$ cat config.mk
export PLATFORM = sky130hd
export DESIGN_NAME = plc_front
export DESIGN_NICKNAME = d
export VERILOG_FILES = /design/src/rtl/core/plc_pkg.sv /design/src/rtl/core/plc_front.sv
export SDC_FILE = /design/constraint.sdc
export NUM_CORES = 2
export LEC_CHECK = 0
export BUFFER_PORTS_ARGS = -buffer_cell sky130_fd_sc_hd__buf_4
export CAP_MARGIN = 5
export CORE_UTILIZATION = 45
export CTS_CLUSTER_SIZE = 28
export DETAILED_ROUTE_END_ITERATION = 16
export PLACE_DENSITY = 0.66
export SYNTH_ARGS = -nofsm -noshare
export SYNTH_HDL_FRONTEND = slang
export SYNTH_SLANG_ARGS = --single-unit
$ cat constraint.sdc
create_clock -name i_clk -period 11.99 [get_ports i_clk]
set_input_delay 1.199 -clock i_clk [delete_from_list [all_inputs] [get_ports i_clk]]
set_output_delay 1.199 -clock i_clk [all_outputs]
set_load 0.02 [all_outputs]
$ cat src/rtl/core/plc_pkg.sv
// plc_pkg: shared types and constants for the polygon line clipper
// no dependencies

package plc_pkg;

    localparam int unsigned RegLinePointX = 0;
    localparam int unsigned RegLinePointY = 1;
    localparam int unsigned RegLineDirX   = 2;
    localparam int unsigned RegLineDirY   = 3;
    localparam int unsigned CfgIdxWidth   = 2;

    localparam int unsigned NormWidth = 48;
    localparam int unsigned PosWidth  = 48;
    localparam int unsigned ProjWidth = 64;
    localparam int unsigned LaneSlot  = 16;
    localparam int unsigned NumLanes  = 10;
    localparam int unsigned TWidth    = 17;
    localparam logic [TWidth-1:0] TOne = 17'h10000;

    typedef enum logic [2:0] {
        BK_IDLE,
        BK_DIV,
        BK_LERP,
        BK_EMIT_INT,
        BK_EMIT_END,
        BK_EMIT_MARK
    } t_bk_state;

endpackage

$ cat src/rtl/core/plc_front.sv
// plc_front: accepts vertices, computes side flags, keeps first and previous vertex
// and queues edge jobs for the back end; depends on plc_pkg

module plc_front
    import plc_pkg::*;
#(
    parameter int SW = 24,
    parameter int VW = 2 * SW + NormWidth + PosWidth + ProjWidth,
    parameter int JW = 2 * VW + 5
) (
    input  logic              i_clk,
    input  logic              i_rst_n,
    input  logic signed [SW-1:0] i_px,
    input  logic signed [SW-1:0] i_py,
    input  logic signed [SW-1:0] i_dx,
    input  logic signed [SW-1:0] i_dy,
    input  logic              i_valid,
    output logic              o_ready,
    input  logic [VW-1:0]     i_vtx,
    input  logic              i_last,
    output logic              o_job_valid,
    output logic [JW-1:0]     o_job,
    input  logic              i_job_ready
);
    // job: {p1, p2, in1, in2, do_edge, mark_end, closing}
    localparam int PW = 2 * SW + 2;

    logic [VW-1:0] r_first, r_prev;
    logic          r_first_in, r_prev_in, r_have_first;
    logic [VW-1:0] r_cur;
    logic          r_cur_last;
    logic          r_end_early;
    logic [1:0]    r_phase;   // phases in code order idle, compute side, edge job, closing job
    logic signed [SW:0] r_ex, r_ey;
    logic signed [PW-1:0] r_a, r_b;

    logic signed [SW-1:0] w_x, w_y;
    logic          w_cur_in, w_edge_mark;
    assign w_x = i_vtx[VW-1 -: SW];
    assign w_y = i_vtx[VW-SW-1 -: SW];
    assign w_cur_in = (r_a < r_b);
    // closing edge gives nothing, so the end flag rides on this edge's intersection
    assign w_edge_mark = r_have_first && r_cur_last && !w_cur_in && !r_first_in
                         && r_prev_in;

    assign o_ready = (r_phase == 2'd0);

    always_comb begin
        o_job_valid = 1'b0;
        o_job       = '0;
        if (r_phase == 2'd2 && r_have_first) begin
            o_job_valid = 1'b1;
            o_job = {r_prev, r_cur, r_prev_in, w_cur_in, 1'b1, w_edge_mark, 1'b0};
        end else if (r_phase == 2'd3) begin
            o_job_valid = 1'b1;
            o_job = {r_prev, r_first, r_prev_in, r_first_in, 1'b1, !r_end_early, 1'b1};
        end
    end

    always_ff @(posedge i_clk) begin
        if (!i_rst_n) begin
            r_phase      <= 2'd0;
            r_have_first <= 1'b0;
            r_first_in   <= 1'b0;
            r_prev_in    <= 1'b0;
        end else begin
            case (r_phase)
                2'd0: begin
                    if (i_valid) begin
                        r_cur      <= i_vtx;
                        r_cur_last <= i_last;
                        r_ex       <= (SW+1)'(w_x) - (SW+1)'(i_px);
                        r_ey       <= (SW+1)'(w_y) - (SW+1)'(i_py);
                        r_phase    <= 2'd1;
                    end
                end
                2'd1: begin
                    r_a     <= PW'(r_ex) * PW'(i_dy);
                    r_b     <= PW'(r_ey) * PW'(i_dx);
                    r_phase <= 2'd2;
                end
                2'd2: begin
                    if (!r_have_first || i_job_ready) begin
                        if (!r_have_first) begin
                            r_first    <= r_cur;
                            r_first_in <= w_cur_in;
                        end
                        r_end_early  <= w_edge_mark;
                        r_prev       <= r_cur;
                        r_prev_in    <= w_cur_in;
                        r_have_first <= 1'b1;
                        r_phase      <= r_cur_last ? 2'd3 : 2'd0;
                    end
                end
                default: begin
                    if (i_job_ready) begin
                        r_have_first <= 1'b0;
                        r_phase      <= 2'd0;
                    end
                end
            endcase
        end
    end
endmodule

# Word level (Yosys, flattened, before mapping)
# Index checks and enable logic that the tools add are counted.
# op_classes
n_mul	2
reduce_logical	22
bitwise_logic	2
n_addsub	2
mux	12
order_cmp	1
n_eq_ne	5
# op_table
operator	count
2-to-1 mux 421 bit	2
multiplier 25 x 24 -> 49 bit	2
less-than comparator 50 bit	1
subtractor 24 x 24 -> 25 bit	2
AND reduction 3 bit	5
2-to-1 mux 2 bit	4
case mux 2 bit (3 select lines)	1
logical AND 1 bit	5
== test 2 bit (second input constant)	2
logical NOT 1 bit	4
2-to-1 mux 1 bit	4
AND reduction 2 bit	2
AND reduction 4 bit	1
nonzero test 4 bit	1
== test 2 x 1 -> 1 bit (second input constant)	1
logical NOT 2 bit	1
!= test 2 x 1 -> 1 bit (second input constant)	1
!= test 2 bit (second input constant)	1
NOT 1 bit	2
case mux 1 bit (2 select lines)	1
nonzero test 2 bit	1
OR reduction 2 bit	1
logical OR 1 bit	1
# totals
input_bits	309
reg_bits	781
elab_cells	59
out_inout_bits	423

# Depth between registers and ports, before layout
# depth
depth_word	6
depth_mapped	27
ltp_nobuf	25

# Least setup slack after synthesis
# No wires, ideal clock.
# synth_timing
kind	in2reg
start	input port i_rst_n
end	register r_end_early (enable)
path_buffers	0
stages	2
required_time_ps	11141
t_arrival_ps	11331
setup_ps	849
setup_slack_ps	-190
path_cell_list	nand2_1 > a21oi_1
# synth_via
elab_chain_cells	1
# synth_rtl
item	line_no	rtl
from (decl)	plc_front.sv:12	input logic i_rst_n,
AND reduction 3 bit (no line)	--	
to (signal assigned)	plc_front.sv:88	r_end_early <= w_edge_mark;
to (decl)	plc_front.sv:32	logic r_end_early;
# Every way passes these cells.
# A chain may end at the register's enable or synchronous reset.

# Worst setup path in the final report
# layout_timing
start	register r_ey[17]
end	register r_b[41], data pin
# layout_via
elab_chain_cells	1
# layout_rtl
item	line_no	rtl
from (decl)	plc_front.sv:34	logic signed [SW:0] r_ex, r_ey;
from (signal assigned)	plc_front.sv:73	r_ey <= (SW+1)'(w_y) - (SW+1)'(i_py);
multiplier 25 x 24 -> 49 bit	plc_front.sv:79	r_b <= PW'(r_ey) * PW'(i_dx);
to (signal assigned)	plc_front.sv:79	
to (decl)	plc_front.sv:35	logic signed [PW-1:0] r_a, r_b;
# Every way passes these cells.

==> impl_metrics.ini <==
[yosys]
synth_top_flop_cell = edfxtp_1
synth-seq-cells = 779
synth.area.top_cells = fa_1, edfxtp_1, inv_1, and2_1, ha_1
yosys.area_share.simple_pct = 15.3
yosys.area.top_type = fa_1
synth_nets = 8985
async_flop_share_pct = 0
synth_warnings = 0
synth_top_family_by_area = adder cells
synth.avg_cell_area_um2 = 10.7
synth_compound_area_share_pct = 3.74
synth_fa_ha_area_share_pct = 39.7
synth_edf_count = 774
ys_seq_area_share_pct = 31.0
synth_top_area_share_pct = 33.5
yosys-mux-area-fraction_pct = 0.0283
syn_inst = 7044
synth_cell_type_count = 84
synth-xor-area-share_pct = 1.69
synthesis.area_um2 = 75300

[setup_path]
r2r_slack_ns = 3.84
cp.depth = 21
cp.required_ns = 12.40
worstSetupPathType = reg2reg
timing.rr.end = r_b[41]
r2r-start = r_ey[17]
cp_top_family = adder cells
critical_path_arrival_ns = 8.55
cp_cell_sequence = nand2_1 -> fa_1 -> fa_1 -> fa_1 -> fa_1 -> inv_1 -> fa_1 -> fa_1 -> inv_1 -> fa_1 -> inv_1 -> ha_1 -> nand2_1 -> nor4_1 -> nor3b_1 -> nand2b_1 -> a211oi_2 -> o31ai_2 -> a2111oi_0 -> or3_1 -> xnor2_1
end_kind = flip-flop
crit_end = r_b[41]
startpoint_type = flip-flop
critPathSlowestCell = edfxtp_1
path_max_fanout = 24
path_buf_inv = 3
crit_top_cell = fa_1
cpPeakStageDelay_ns = 1.29
rr_worst_depth = 21
crit_start = r_ey[17]

[clock_network]
cts_made_buffers = 85
cts_hold_buffers = 0
cts_resized = 0
cts_tree = built
cts.clk_slew.worst_paths_ns = 0.06
cts_root_buffer = clkbuf_16
post_cts_buffers = 0
clk_latency_ns = 0.71
cts.htree.levels = 3
cts_sinks = 779
clockBufferDepth = 3

[grt]
grt_usage_pct = 28.1
grt_pass1_vias = 54300
grt_pass1_wl_um = 351000
grt_max_degree = 156
antenna_found_initial = 29
gr-total-overflow = 0

[route]
vias = 52900
drc = 0
drt-total-wl_um = 236000
dr.pass1.iters = 6
wl_per_cell_um = 24.0
drt-initial-drc-count = 4718
avgViaCountPerCell = 5.36
ant_nets = 0

[layout]
final_nets = 9516
finish.utilization_pct = 51.8
areaGrowthSynthToFinish_pct = 13.8
nFillCells = 14800
drive_gt1_share_pct = 12.2
multi_input_area_um2 = 45600
seq_area_um2 = 23300

[sta]
clock.fmax_mhz = 123
timing.final.hold_violations = 0
setup_viol = 0
tns_ns = 0
relSlewSlack_pct = 5.61
skew_ns = 0.0643
period_needed_ns = 8.15
tightest_slew_ns = 1.42
final_max_slew_viol_count = 0
fin_crit_sh_pct = 67.9
rsz0062_at_grt = no
hold_slack_ns = 0.472

[floorplanning]
start_util_pct = 45.5
die_y_um = 411
io_pins = 732
dieWidth_um = 411
core_area_um2 = 166000
row_count = 149
die_area_um2 = 169000

[status]
status = finished clean

[hold_path]
hold_class = reg2reg

[placement]
numPortBuffers = 731
gp_congestion = 0.916
dp_hpwl_um = 183000

[run]
maxCapViolCount = 0
worst reg2reg max path, stage by stage (launching register included):
cell and delay [ns]:
edfxtp_1 1.29, nand2_1 0.22, fa_1 0.63, fa_1 0.47
fa_1 0.52, fa_1 0.52, inv_1 0.06, fa_1 0.50
fa_1 0.49, inv_1 0.05, fa_1 0.53, inv_1 0.11
ha_1 0.40, nand2_1 0.17, nor4_1 0.27, nor3b_1 0.19
nand2b_1 0.24, a211oi_2 0.13, o31ai_2 0.37, a2111oi_0 0.16
or3_1 0.40, xnor2_1 0.15
cells by family after synthesis:
| kind of cell | count (synthesis) |
|---|---|
| muxes | 2 |
| AOI/OAI and AO/OA | 422 |
| buffers and inverters | 1698 |
| xor gates and xnor gates | 145 |
| DFF | 779 |
| adders and majority gates | 1632 |
| and+or+nand+nor | 2366 |
layout by cell type (no fill, tap or decap), types with 40 or more instances in the layout:
| cell type | instances |
|---|---|
| a21oi_1 | 113 |
| xnor2_1 | 105 |
| fa_1 | 1260 |
| clkbuf_16 | 85 |
| nor2b_1 | 44 |
| nand2_1 | 1085 |
| buf_4 | 760 |
| o21ai_0 | 71 |
| and2_1 | 773 |
| a21o_1 | 73 |
| xor2_1 | 40 |
| nor2_1 | 105 |
| edfxtp_1 | 774 |
| ha_1 | 371 |
| inv_1 | 1378 |
| nand3_1 | 237 |
metrics by stage:
| stage | cells | area, um2 | setup slack (ns) |
|---|---|---|---|
| 6_report | 9862 | 85700 | 3.84 |
| 4_1_cts | 9833 | 85600 | 3.79 |
| 3_3_place_gp | 9677 | 82600 | 3.43 |
| 5_1_grt | 9854 | 85700 | 3.43 |
| 2_1_floorplan | 7044 | 75300 | 1.31 |
| 3_5_place_dp | 9677 | 82600 | 3.34 |
synthesized netlist by cell type (4+ instances only):
library cell,instances
a31oi_1,11
a21boi_0,10
nand3_1,237
o21ai_0,71
xnor2_1,105
o31ai_1,6
nor3_1,34
or2_2,4
buf_1,11
or3_1,5
fa_1,1260
nor2b_1,44
o21a_1,22
o211ai_1,13
a21oi_1,114
a2111oi_0,4
inv_1,1378
nand2_1,1086
xor2_1,40
a211oi_1,20
nand4_1,16
nor4_1,4
a21o_1,73
nand2b_1,29
nor2_1,106
dfxtp_1,5
a41oi_1,4
ha_1,372
a31o_2,4
and2_1,775
a21o_2,4
edfxtp_1,774
and3_1,7
o21ai_1,4
o21bai_1,15
clkbuf_1,296
and4_1,5
cell type report:
class | count | area share (%)
clock buffers | 96 | 2.53
clock inverters | 60 | 1.01
diodes | 29 | 0.0847
flip-flops and latches | 779 | 27.2
inverters | 1379 | 6.04
well taps | 2189 | 3.20
multi-input cells | 4567 | 53.2
repair buffers | 763 | 6.73
routing by layer:
metal / part of all wire [%] / global-route usage (%)
met3: 7.8 / 4.84
met5: 0.0097 / 0
met2: 48 / 45.3
met1: 40 / 37.0
met4: 4.9 / 13.1
state kept, by name, indices dropped and copies added (netlist names):
signal	flops
r_a	49
r_phase	2
r_prev	208
r_prev_in	1
r_ex	25
r_first_in	1
r_cur_last	1
r_b	49
r_have_first	1
r_ey	25
r_end_early	1
r_cur	208
r_first	208
how the worst min path moves through the flow:
stage / cells past startpoint / slack [ns] / start / end
after floorplan: 0 / 0.44 / r_cur[0] / r_first[0]
after global placement: 0 / 0.45 / r_cur[46] / r_prev[46]
after detailed placement: 0 / 0.46 / r_cur[25] / r_first[25]
after CTS: 0 / 0.47 / r_cur[25] / r_prev[25]
after global routing: 0 / 0.48 / r_cur[25] / r_prev[25]
final: 0 / 0.47 / r_cur[172] / r_first[172]
Power is left out: the tool's default activity adds up to more than one toggle a clock period on the data nets, which glitch-free logic cannot reach.
