File: src/rtl/core/plc_pkg.sv
// plc_pkg: shared types and constants for the polygon line clipper
// no dependencies

package plc_pkg;

    localparam int unsigned RegLinePointX = 0;
    localparam int unsigned RegLinePointY = 1;
    localparam int unsigned RegLineDirX   = 2;
    localparam int unsigned RegLineDirY   = 3;
    localparam int unsigned CfgIdxWidth   = 2;

    localparam int unsigned NormWidth = 48;
    localparam int unsigned PosWidth  = 48;
    localparam int unsigned ProjWidth = 64;
    localparam int unsigned LaneSlot  = 16;
    localparam int unsigned NumLanes  = 10;
    localparam int unsigned TWidth    = 17;
    localparam logic [TWidth-1:0] TOne = 17'h10000;

    typedef enum logic [2:0] {
        BK_IDLE,
        BK_DIV,
        BK_LERP,
        BK_EMIT_INT,
        BK_EMIT_END,
        BK_EMIT_MARK
    } t_bk_state;

endpackage

File: src/rtl/core/plc_queue.sv
// plc_queue: two-entry job queue between front and back end
// depends on plc_pkg

module plc_queue
    import plc_pkg::*;
#(
    parameter int JW = 8
) (
    input  logic          i_clk,
    input  logic          i_rst_n,
    input  logic          i_valid,
    output logic          o_ready,
    input  logic [JW-1:0] i_data,
    output logic          o_valid,
    input  logic          i_ready,
    output logic [JW-1:0] o_data
);
    logic [JW-1:0] r_mem [2];
    logic          r_wp, r_rp;
    logic [1:0]    r_cnt;
    logic          w_push, w_pop;

    assign o_ready = (r_cnt != 2'd2);
    assign o_valid = (r_cnt != 2'd0);
    assign o_data  = r_mem[r_rp];
    assign w_push  = i_valid && o_ready;
    assign w_pop   = o_valid && i_ready;

    always_ff @(posedge i_clk) begin
        if (w_push) r_mem[r_wp] <= i_data;
    end

    always_ff @(posedge i_clk) begin
        if (!i_rst_n) begin
            r_wp <= 1'b0;
            r_rp <= 1'b0;
            r_cnt <= 2'd0;
        end else begin
            if (w_push) r_wp <= ~r_wp;
            if (w_pop)  r_rp <= ~r_rp;
            r_cnt <= r_cnt + {1'b0, w_push} - {1'b0, w_pop};
        end
    end
endmodule

File: config.mk
export PLATFORM = sky130hd
export DESIGN_NAME = plc_queue
export DESIGN_NICKNAME = d
export VERILOG_FILES = /design/src/rtl/core/plc_pkg.sv /design/src/rtl/core/plc_queue.sv
export SDC_FILE = /design/constraint.sdc
export NUM_CORES = 1
export LEC_CHECK = 0
export BUFFER_PORTS_ARGS = -buffer_cell sky130_fd_sc_hd__buf_2
export CAP_MARGIN = 20
export CORE_MARGIN = 2
export CORE_UTILIZATION = 52
export DETAILED_ROUTE_END_ITERATION = 7
export MAX_ROUTING_LAYER = met4
export PLACE_DENSITY_LB_ADDON = 0.05
export SLEW_MARGIN = 20
export SYNTH_ARGS = -nofsm -noshare
export SYNTH_HDL_FRONTEND = slang
export SYNTH_SLANG_ARGS = --single-unit
File: constraint.sdc
create_clock -name i_clk -period 2.8 [get_ports i_clk]
set_input_delay 0.56 -clock i_clk [delete_from_list [all_inputs] [get_ports i_clk]]
set_output_delay 0.56 -clock i_clk [all_outputs]
set_load 0.02 [all_outputs]
* Word-level counts from Yosys, hierarchy flattened
Memory sizes are Yosys's and may differ from the RTL's. A register that Yosys moved wholly into a read port is not among the register bits.
Cells that the tools add are included.
** Word-level totals
- Register bits after elaboration :: 4
- Memories kept :: 1
- Output and inout bits :: 10
- Bits of input ports :: 12
- Bits in writable memories :: 16
- Word-level logic and storage cells :: 16
** Memories
- r_mem :: words 2, width 8, rd ports 1, clocked after Yosys merged registers in 1, write ports 1, RTL line plc_queue.sv:18 : logic [JW-1:0] r_mem [2];
** Operators by class
- Equality and inequality tests :: 1
- Add/subtract/negate cells :: 2
- Bitwise logic cells :: 2
- Muxes and demuxes :: 4
- Reductions and logical operators :: 3
** Operators with widths (count)
- 2-to-1 mux 1 bit :: 4
- adder 2 x 1 -> 2 bit :: 1
- logical AND 1 bit :: 2
- != test 2 bit, second input constant :: 1
- NOT 1 bit :: 2
- nonzero test 2 bit :: 1
- subtractor 2 x 1 -> 2 bit :: 1

* Longest topological paths before layout
Gate-level depths: netlist (run 1).
- Depth after elaboration :: 4
- Mapped depth :: 8
- Gate-level depth less buffers :: 8

* Least setup slack after synthesis (run 1)
OpenSTA, ideal clock, no wires.
- Path kind :: reg-to-reg
- From :: register r_cnt[0]
- To :: register r_cnt[1]
- Buffers on the path :: 0
- Arrival time :: 1.594 ns
- Slack :: 1.091 ns
- Setup time :: 0.115 ns
- Required time :: 2.685 ns
- Stages on the path, launching flop included :: 9
- Period minus slack after synthesis :: 1.709 ns
- Cell sequence :: dfxtp_1 > nand2b_1 > nand2_1 > ha_1 > inv_1 > ha_1 > xnor2_1 > xnor2_1 > and2_1
** On the way
- Word-level cells in the longest chain between the ends :: 4
- Elaborated cells on any way between the ends :: 6
- Classes of those cells :: add/sub: 2; eq/ne: 1; reduce/logical: 3
** RTL lines
- from (decl) :: RTL line plc_queue.sv:20 : logic [1:0] r_cnt;
- from (signal assigned) :: RTL line plc_queue.sv:41 : r_cnt <= r_cnt + {1'b0, w_push} - {1'b0, w_pop};
- != test 2 bit :: RTL line plc_queue.sv:23 : assign o_ready = (r_cnt != 2'd2);
- net o_ready :: RTL line plc_queue.sv:12 : output logic o_ready,
- logical AND 1 bit :: RTL line plc_queue.sv:26 : assign w_push = i_valid && o_ready;
- adder 2 x 1 -> 2 bit :: RTL line plc_queue.sv:41
- subtractor 2 x 1 -> 2 bit :: RTL line plc_queue.sv:41
The timed path passes the listed nets, and every way through them passes these cells.
A chain may end at the register's enable or synchronous reset.

==> impl_metrics.csv, run 1 <==
group,metric,value,unit
run_status,outcome,"complete, no violations",
logic_synthesis,syn_avg_cell_area,16.5,µm²
critical_path,worstPathRequired,2.24,ns
critical_path,r2r-end,"r_cnt[1]",
sta,setup_viol,0,
global_route,overflow,0,
sta,maxSlewHeadroom,54.5,%
layout,drive_gt1_share,46.6,%
pwr,comb_power_share,33.0,%
logic_synthesis,yosysUniqueCellTypes,16,
critical_path,cp_num_cells,2,
floorplan,die_height,43.5,µm
logic_synthesis,synth_area_leaders,"edfxtp_1, dfxtp_1, mux2_2",
floorplan,ios,22,
clock_tree,clock_sinks,21,
critical_path,worst-path-buf-inv,1,
logic_synthesis,syn_area,811,µm²
sta,finalCritPeriodShare,69.1,%
clock_tree,cts_max_path_buffers,2,
logic_synthesis,ys_ff_latch,21,
critical_path,worstReg2RegStart,"r_cnt[0]",
min_path,hold_class,"input port to flop",
drt,drc,0,
pwr,p_clk_share,15.9,%
logic_synthesis,synthFlopType,"edfxtp_1",
pwr,power_density,887,mW/mm²
logic_synthesis,yosys.area.top_type,"edfxtp_1",
clock_tree,insertion_delay,0.29,ns
pwr,seqPwrFrac,51.1,%
clock_tree,numCtsBuffers,3,
sta,tightest_slew,0.681,ns
critical_path,critPathKind,"flop to output port",
global_route,antenna_found_initial,0,
pwr,p_sw_share,31.2,%
clock_tree,cts-htree-levels,1,
drt,vias,453,
global_route,grt_max_degree,12,
layout,n_antenna_cell,0,
critical_path,cp_top_family,"flip-flops",
logic_synthesis,yosysWarningCount,0,
pwr,total_power,0.000849,W
drt,firstDrtPassIters,2,
sta,max_freq,0.517,GHz
logic_synthesis,synth-edff-count,16,
global_route,grt_pass1_vias,453,
placement,port_buffers,21,
logic_synthesis,seq_area_frac_synth,71.6,%
critical_path,endpoint,"o_data[1]",
sta,finalMaxSlewViolations,0,
layout,nets,88,
sta,finalHoldViolations,0,
critical_path,endpoint_kind,"output port",
global_route,grt_use_total,14.5,%
global_route,grt_first_pass_wirelength,1.81,mm
pwr,power_leakage,0.384,nW
floorplan,dieWidth,43.5,µm
layout,final_common_cell,"buf_2",
logic_synthesis,netlist_instances,49,
drt,drt_iter0_drc,2,
clock_tree,postCtsSetupRepairBufs,0,
drt,wirelength,1.16,mm
critical_path,crit_chain,"mux2_2, buf_2",
floorplan,start_util,54.5,%
pwr,ir_worst_vdd,0.000460,V
sta,fin_skew,0.000707,ns
layout,layout_common_cells,"buf_2, edfxtp_1, mux2_2, dfxtp_1",
floorplan,fp.dieArea,0.00189,mm²
logic_synthesis,syn_nets,63,
critical_path,startpoint_type,"flop",
clock_tree,clkTransAtPathRegs,0.10,ns
clock_tree,cts_root_buf,"clkbuf_4",
critical_path,cp_slowest_cell,"dfxtp_1",
critical_path,cp_max_fo,8,
drt,ant_nets,0,
sta,final.setup.tns,0,ns
clock_tree,cts_resized,0,
run,maxCapViolCount,0,
layout,area_growth,18.1,%
pwr,switchingPower,0.000265,W
drt,wl_per_cell,13.0,µm
placement,dp_hpwl,868,µm
floorplan,rows,14,
critical_path,timing.reg2reg.setup_slack,1.16,ns
pwr,intPower,0.000584,W
logic_synthesis,synth_top_area_share,59.3,%
placement,globalplace.congestion,0.719,
critical_path,crit_path_max_incr_delay,0.54,ns
floorplan,core,0.00149,mm²
sta,rsz0062_at_grt,"false",
critical_path,rr_worst_depth,8,
logic_synthesis,async_flop_share,0,%
critical_path,worstPathArrival,1.37,ns
clock_tree,cts_tree,"built",
clock_tree,cts.hold.buffers_added,0,
sta,period_minus_slack,1.93,ns
drt,vias_per_cell,5.09,
worst reg2reg max path: stages (launching register included):
cell,delay (ns)
dfxtp_1,0.38
nand2b_1,0.15
nand2_1,0.11
ha_1,0.29
inv_1,0.04
ha_1,0.18
xnor2_1,0.13
xnor2_1,0.12
and2_1,0.15
layer usage:
layer | track usage [%] | wire length [µm] | vias to the layer above
met5 | - | 0 | -
met2 | 26.3 | 641 | 10
met4 | 9.09 | 0 | 0
met1 | 12.2 | 477 | 217
li1 | - | - | 226
met3 | 5.00 | 40 | 0
registers in the layout, indices dropped and copies added, names as in the netlist, named ones only:
register	flops
r_wp	1
r_mem	16
r_cnt	2
r_rp	1
cells in the mapped netlist (2+ instances only):
library cell and number:
nor2b_1 2, edfxtp_1 16, nand2b_1 2, mux2_2 8, dfxtp_1 5, xnor2_1 3
and2_1 2, ha_1 2, nand2_1 2
stage by stage:
step,utilization (%),hold slack (ns),area (µm²),setup slack [ns],std cells
5_1_grt,64.3,0.422,957,0.798,89
6_report,64.3,0.453,957,0.866,89
4_1_cts,64.3,0.438,957,0.828,89
3_5_place_dp,62.5,0.489,931,0.998,85
3_3_place_gp,62.5,0.475,931,1.04,85
2_1_floorplan,-,0.455,811,1.09,49
area by class of cell:
type                    count  area [µm²]
multi-input cells          26         221
fillers                   115         532
clock buffers               4        26.3
repair buffers             21         105
well taps                  16        20.0
inverters                   1        3.75
flip-flops and latches     21         581
logic make-up (layout without fill, tap and decap cells):
family	Yosys count	in the layout	share of synthesized area (%)
XOR/XNOR	3	3	3.24
AND/OR/NAND/NOR	11	11	7.56
buffers and inverters	2	26	1.08
flip-flops	21	21	71.6
AO/OA/AOI/OAI	1	1	1.08
adder cells (fa/ha/maj)	2	2	3.09
multiplexers	9	9	12.3
how the worst min path moves through the flow:
stage               startpoint          end  slack [ns]  cells past startpoint
finish               i_data[0]  r_mem[0][0]        0.45                      1
global route         i_data[7]  r_mem[0][7]        0.42                      1
CTS                  i_data[0]  r_mem[0][0]        0.44                      1
detailed placement        r_wp         r_wp        0.49                      2
global placement          r_wp         r_wp        0.47                      2
floorplan                 r_wp         r_wp        0.45                      2
power by group through the flow:
stage	Sequential [W]	Combinational, W	Clock, W
detailed placement	0.000442	0.000283	0
global placement	0.000440	0.000276	0
finish	0.000434	0.000280	0.000135
CTS	0.000435	0.000284	0.000144
floorplan	0.000420	0.000223	0
global route	0.000440	0.000302	0.000159
Note: power is estimated with default switching activity, not from simulation.
==> run 2: changes to the inputs <==
CORE_UTILIZATION = 44   (was 52)
clock period = 1.6 ns   (was 2.8 ns; I/O delays follow)
==> run 2 against run 1 <==
  * Sequential cell count is the same
  * Sequential share of layout area down 3.9 points
  * Non-clock buffer count up 2
  * Final cell count rose by 12%
  * Setup slack lost 0.80 ns
  * Routed wire length increased by 1.6%
  * Critical path depth grew 5
  * Largest power group unchanged
==> impl_metrics.csv, run 2 (synthesis results as in run 1) <==
group,metric,value,unit
run_status,outcome,"complete, no violations",
drt,drt_iter0_drc,1,
drt,wirelength,1.18,mm
drt,vias_per_cell,4.58,
layout,finalNonFillerCells,100,
sta,rsz0062_at_grt,"false",
min_path,hp-start,"i_data[1]",
layout,final.fill_count,146,
global_route,grt_max_degree,12,
clock_tree,clkTransAtPathRegs,0.11,ns
drt,vias,458,
layout,area_growth,28.7,%
layout,layout.area.seq,592,µm²
global_route,grt_most_used_layer,"met2",
sta,worst_slack,0.0621,ns
floorplan,rows,15,
global_route,use_met2,17.5,%
drt,firstDrtPassIters,2,
clock_tree,cts_root_buf,"clkbuf_4",
sta,hold_ws,0.206,ns
floorplan,die_height,46.9,µm
clock_tree,cts_max_path_buffers,2,
global_route,grt_use_total,12.0,%
sta,period_minus_slack,1.54,ns
floorplan,dieWidth,46.9,µm
global_route,grtUsageMet1,14.1,%
floorplan,fp.dieArea,0.00220,mm²
sta,tightest_slew,0.394,ns
floorplan,ios,22,
clock_tree,cts-htree-levels,1,
sta,finalCritPeriodShare,96.1,%
clock_tree,insertion_delay,0.29,ns
sta,max_freq,0.650,GHz
sta,fin_skew,0.00286,ns
sta,finalHoldViolations,0,
placement,dp.cells,96,
sta,final.setup.tns,0,ns
layout,drive_gt1_share,60.0,%
global_route,grtUsageMet3,3.46,%
placement,pre_cts_ws,0.00832,ns
critical_path,worstReg2RegStart,"r_cnt[1]",
critical_path,cp_slowest_cell,"dfxtp_4",
sta,setup_viol,0,
drt,ant_nets,0,
layout,largest_register_ffs,16,
layout,n_antenna_cell,0,
layout,nets,90,
sta,maxSlewHeadroom,73.7,%
clock_tree,numCtsBuffers,3,
global_route,grt_pass1_vias,404,
layout,reg_top3,"r_mem: 16 flops, r_cnt: 2 flops",
pwr,power_density,1550,mW/mm²
critical_path,worstPathRequired,1.80,ns
run,maxCapViolCount,0,
min_path,hold_class,"input port to flop",
critical_path,critPathKind,"flop to flop",
critical_path,cp_max_fo,4,
critical_path,crit_path_max_incr_delay,0.39,ns
sta,finalMaxSlewViolations,0,
critical_path,worstPathArrival,1.73,ns
clock_tree,cts_tree,"built",
placement,port_buffers,21,
floorplan,core,0.00173,mm²
global_route,overflow,0,
global_route,grt_first_pass_wirelength,1.64,mm
clock_tree,cts.hold.buffers_added,0,
placement,dp_hpwl,833,µm
critical_path,cp_common_cell,"ha_4",
clock_tree,postCtsSetupRepairBufs,0,
layout,multi_input_area,270,µm²
critical_path,crit_chain,"o21a_4, ha_4, inv_2, ha_4, xnor2_2, xnor2_1, and2_1",
drt,drc,0,
pwr,power_leakage,0.401,nW
layout,max_flop_register,"r_mem",
pwr,ir_worst_vdd,0.000846,V
critical_path,startpoint_type,"flop",
clock_tree,clock_sinks,21,
critical_path,crit_start,"r_cnt[1]",
critical_path,endpoint_kind,"flop",
global_route,antenna_found_initial,0,
floorplan,start_util,47.0,%
layout,final_common_cell,"buf_2",
layout,layout_common_cells,"buf_2, edfxtp_1, mux2_2, dfxtp_4, clkbuf_4",
drt,wl_per_cell,11.8,µm
placement,globalplace.congestion,0.650,
[run 2: changes by cell type in the layout (fill, tap and decap cells not counted), sizes merged]
cell	delta
buf	+2
[run 2: layout make-up]
type / count / area share, %
clock buffer: 4 / 2.52
inverter: 1 / 0.360
multi-input combinational: 26 / 25.9
sequential: 21 / 56.7
tap: 25 / 3.00
timing repair buffer: 23 / 11.5
[run 2: timing repair]
item / 4_1_cts / 5_1_grt
cloned: 0 / 0
endpoints found under the setup margin: 9 / 1
pin swaps: 0 / 1
gates resized for setup: 3 / 10
[run 2: final timing paths]
path / endpoint / slack [ns] / cells after the start
max reg2reg: r_cnt[1] / 0.06 / 7
min: r_mem[1][1] / 0.21 / 1
min reg2reg: r_wp / 0.50 / 2
max: r_cnt[1] / 0.06 / 7
[run 2: per-layer routing]
metal / vias to the layer above / part of all wire, %
li1: 227 / -
met1: 217 / 44
met2: 12 / 50
met3: 2 / 5.1
met4: 0 / 0.42
met5: - / 0
[run 2: through the flow]
step	power, W	util, %	cell area, µm²
after global placement	0.00129	55.9	965
after CTS	0.00154	57.7	996
after global routing	0.00171	60.4	1040
final	0.00162	60.4	1040
after floorplan	0.00114	-	818
after detailed placement	0.00129	55.9	965
[run 2: power by group]
group / internal [W] / leakage, nW / switching [W]
registers: 0.000712 / 0.193 / 0.0000820
clock network: 0.0000970 / 0.0150 / 0.000145
logic: 0.000301 / 0.193 / 0.000281
[run 2: critical path, delay by kind of cell, from the launching register on]
family                     cells  cell delay (ns)
AOI/OAI and AO/OA              1             0.23
DFF                            1             0.39
xor gates and xnor gates       2             0.23
adders and majority gates      2             0.41
buffers and inverters          1             0.04
and+or+nand+nor                1             0.14
==> run 3: changes to the inputs <==
CORE_MARGIN = not set   (was 2)
==> run 3 against run 2 <==
  * Combinational power is 5.5% higher
  * Via count is 2.6% higher
  * Critical path depth stayed put
  * Register-to-register slack hardly changed
  * Die area is 8.3% lower
  * Sequential cell count stayed put
  * Global-route usage is 0.62 points higher
==> impl_metrics.csv, run 3 (synthesis results as in run 1) <==
group,metric,value,unit
clock_tree,cts-htree-levels,1,
drt,ant_nets,0,
critical_path,cp_slowest_cell,"dfxtp_4",
layout,n_antenna_cell,0,
placement,port_buffers,21,
sta,fin_skew,0.00379,ns
placement,globalplace.congestion,0.665,
clock_tree,numCtsBuffers,3,
sta,period_minus_slack,1.55,ns
placement,place_area,972,µm²
critical_path,critPathKind,"flop to flop",
clock_tree,clkTransAtPathRegs,0.11,ns
drt,firstDrtPassIters,2,
floorplan,dieWidth,44.9,µm
sta,maxSlewHeadroom,72.4,%
critical_path,startpoint_type,"flop",
drt,vias_per_cell,4.52,
clock_tree,insertion_delay,0.29,ns
sta,setup_viol,0,
floorplan,rows,15,
pwr,power_density,1530,mW/mm²
global_route,grt_first_pass_wirelength,1.64,mm
layout,drive_gt1_share,60.8,%
floorplan,ios,22,
run,maxCapViolCount,0,
layout,final_cell_area,0.00107,mm²
critical_path,worstPathRequired,1.80,ns
critical_path,crit_start,"r_cnt[0]",
run_status,outcome,"complete, no violations",
critical_path,timing.reg2reg.setup_slack,0.05,ns
layout,layout_common_cells,"buf_2, edfxtp_1, mux2_2, buf_4",
clock_tree,cts.hold.buffers_added,0,
critical_path,crit_path_max_incr_delay,0.37,ns
global_route,overflow,0,
critical_path,cp_num_cells,7,
critical_path,worstPathArrival,1.75,ns
sta,rsz0062_at_grt,"true",
global_route,antenna_found_initial,0,
pwr,ir_worst_vdd,0.000851,V
layout,final_util,61.9,%
pwr,power_leakage,0.422,nW
drt,wl_per_cell,11.4,µm
layout,largest_register_ffs,16,
placement,dp_hpwl,826,µm
critical_path,worst-path-buf-inv,1,
sta,tightest_slew,0.414,ns
clock_tree,cts_root_buf,"clkbuf_4",
clock_tree,cts_tree,"built",
sta,worst_slack,0.0493,ns
layout,max_flop_register,"r_mem",
floorplan,start_util,47.0,%
sta,finalCritPeriodShare,96.9,%
min_path,hp-start,"i_data[4]",
min_path,holdPathStages,1,
drt,wirelength,1.19,mm
global_route,grt_use_total,12.6,%
floorplan,die_height,44.9,µm
sta,max_freq,0.645,GHz
critical_path,crit_chain,"o21a_4, ha_4, inv_1, ha_2, xnor2_2, xnor2_1, and2_1",
clock_tree,clock_sinks,21,
sta,finalMaxSlewViolations,0,
critical_path,cp_top_family,"adder cells",
drt,drt_iter0_drc,9,
placement,pre_cts_ws,0.00435,ns
sta,finalHoldViolations,0,
layout,nets,94,
critical_path,rr_worst_depth,7,
layout,final.fill_count,143,
floorplan,fp.dieArea,0.00202,mm²
drt,drc,0,
drt,vias,470,
critical_path,cp_max_fo,4,
layout,area_growth,31.8,%
floorplan,core,0.00173,mm²
layout,final_common_cell,"buf_2",
layout,reg_top3,"r_mem: 16 flops, r_cnt: 2 flops",
critical_path,worstReg2RegStart,"r_cnt[0]",
global_route,grt_max_degree,12,
clock_tree,cts_max_path_buffers,2,
critical_path,endpoint_kind,"flop",
min_path,hold_class,"input port to flop",
global_route,grt_pass1_vias,394,
[run 3: changes by cell type in the layout (fill, tap and decap cells not counted), sizes merged]
cell and delta:
buf +4
[run 3: per-layer routing]
metal / track usage, % / part of all wire (%) / routed length, µm / up-vias
li1: - / - / - / 237
met4: 5.45 / 0.50 / 6 / 0
met2: 20.9 / 52 / 615 / 12
met1: 14.1 / 44 / 525 / 219
met3: 3.60 / 3.6 / 43 / 2
met5: - / 0 / 0 / -
[run 3: path summary, 6_finish.rpt]
kind | endpoint
max | r_cnt[1]
min | r_mem[0][4]
max reg2reg | r_cnt[1]
min reg2reg | r_wp
[run 3: what timing repair did]
item,4_1_cts,5_1_grt
setup endpoints to repair,9,2
pin swaps,0,3
gates resized for setup,3,9
cloned,0,0
setup buffers,0,3
[run 3: worst reg2reg max path, cell delays in order (launching register included)]
cell	delay, ns
dfxtp_4	0.37
o21a_4	0.23
ha_4	0.25
inv_1	0.04
ha_2	0.17
xnor2_2	0.13
xnor2_1	0.12
and2_1	0.14
[run 3: where the power goes]
group	internal [W]	switching [W]
combinational	0.000324	0.000290
clock	0.0000968	0.000145
sequential	0.000711	0.0000718
[run 3: cell type report]
type / count / area, µm² / area share (%)
sequential: 21 / 592 / 55.4
multi-input combinational: 26 / 265 / 24.8
timing repair buffer: 27 / 150 / 14.1
tap: 25 / 31.3 / 2.93
clock buffer: 4 / 26.3 / 2.46
inverter: 1 / 3.75 / 0.351
[run 3: metrics by stage]
step | TNS (ns) | hold WS [ns] | instances | power [W]
after global placement | 0 | 0.472 | 97 | 0.00130
after floorplan | 0 | 0.419 | 49 | 0.00114
after detailed placement | 0 | 0.480 | 97 | 0.00130
final | 0 | 0.211 | 104 | 0.00164
after global routing | -0.00463 | 0.181 | 104 | 0.00174
after CTS | 0 | 0.204 | 101 | 0.00155
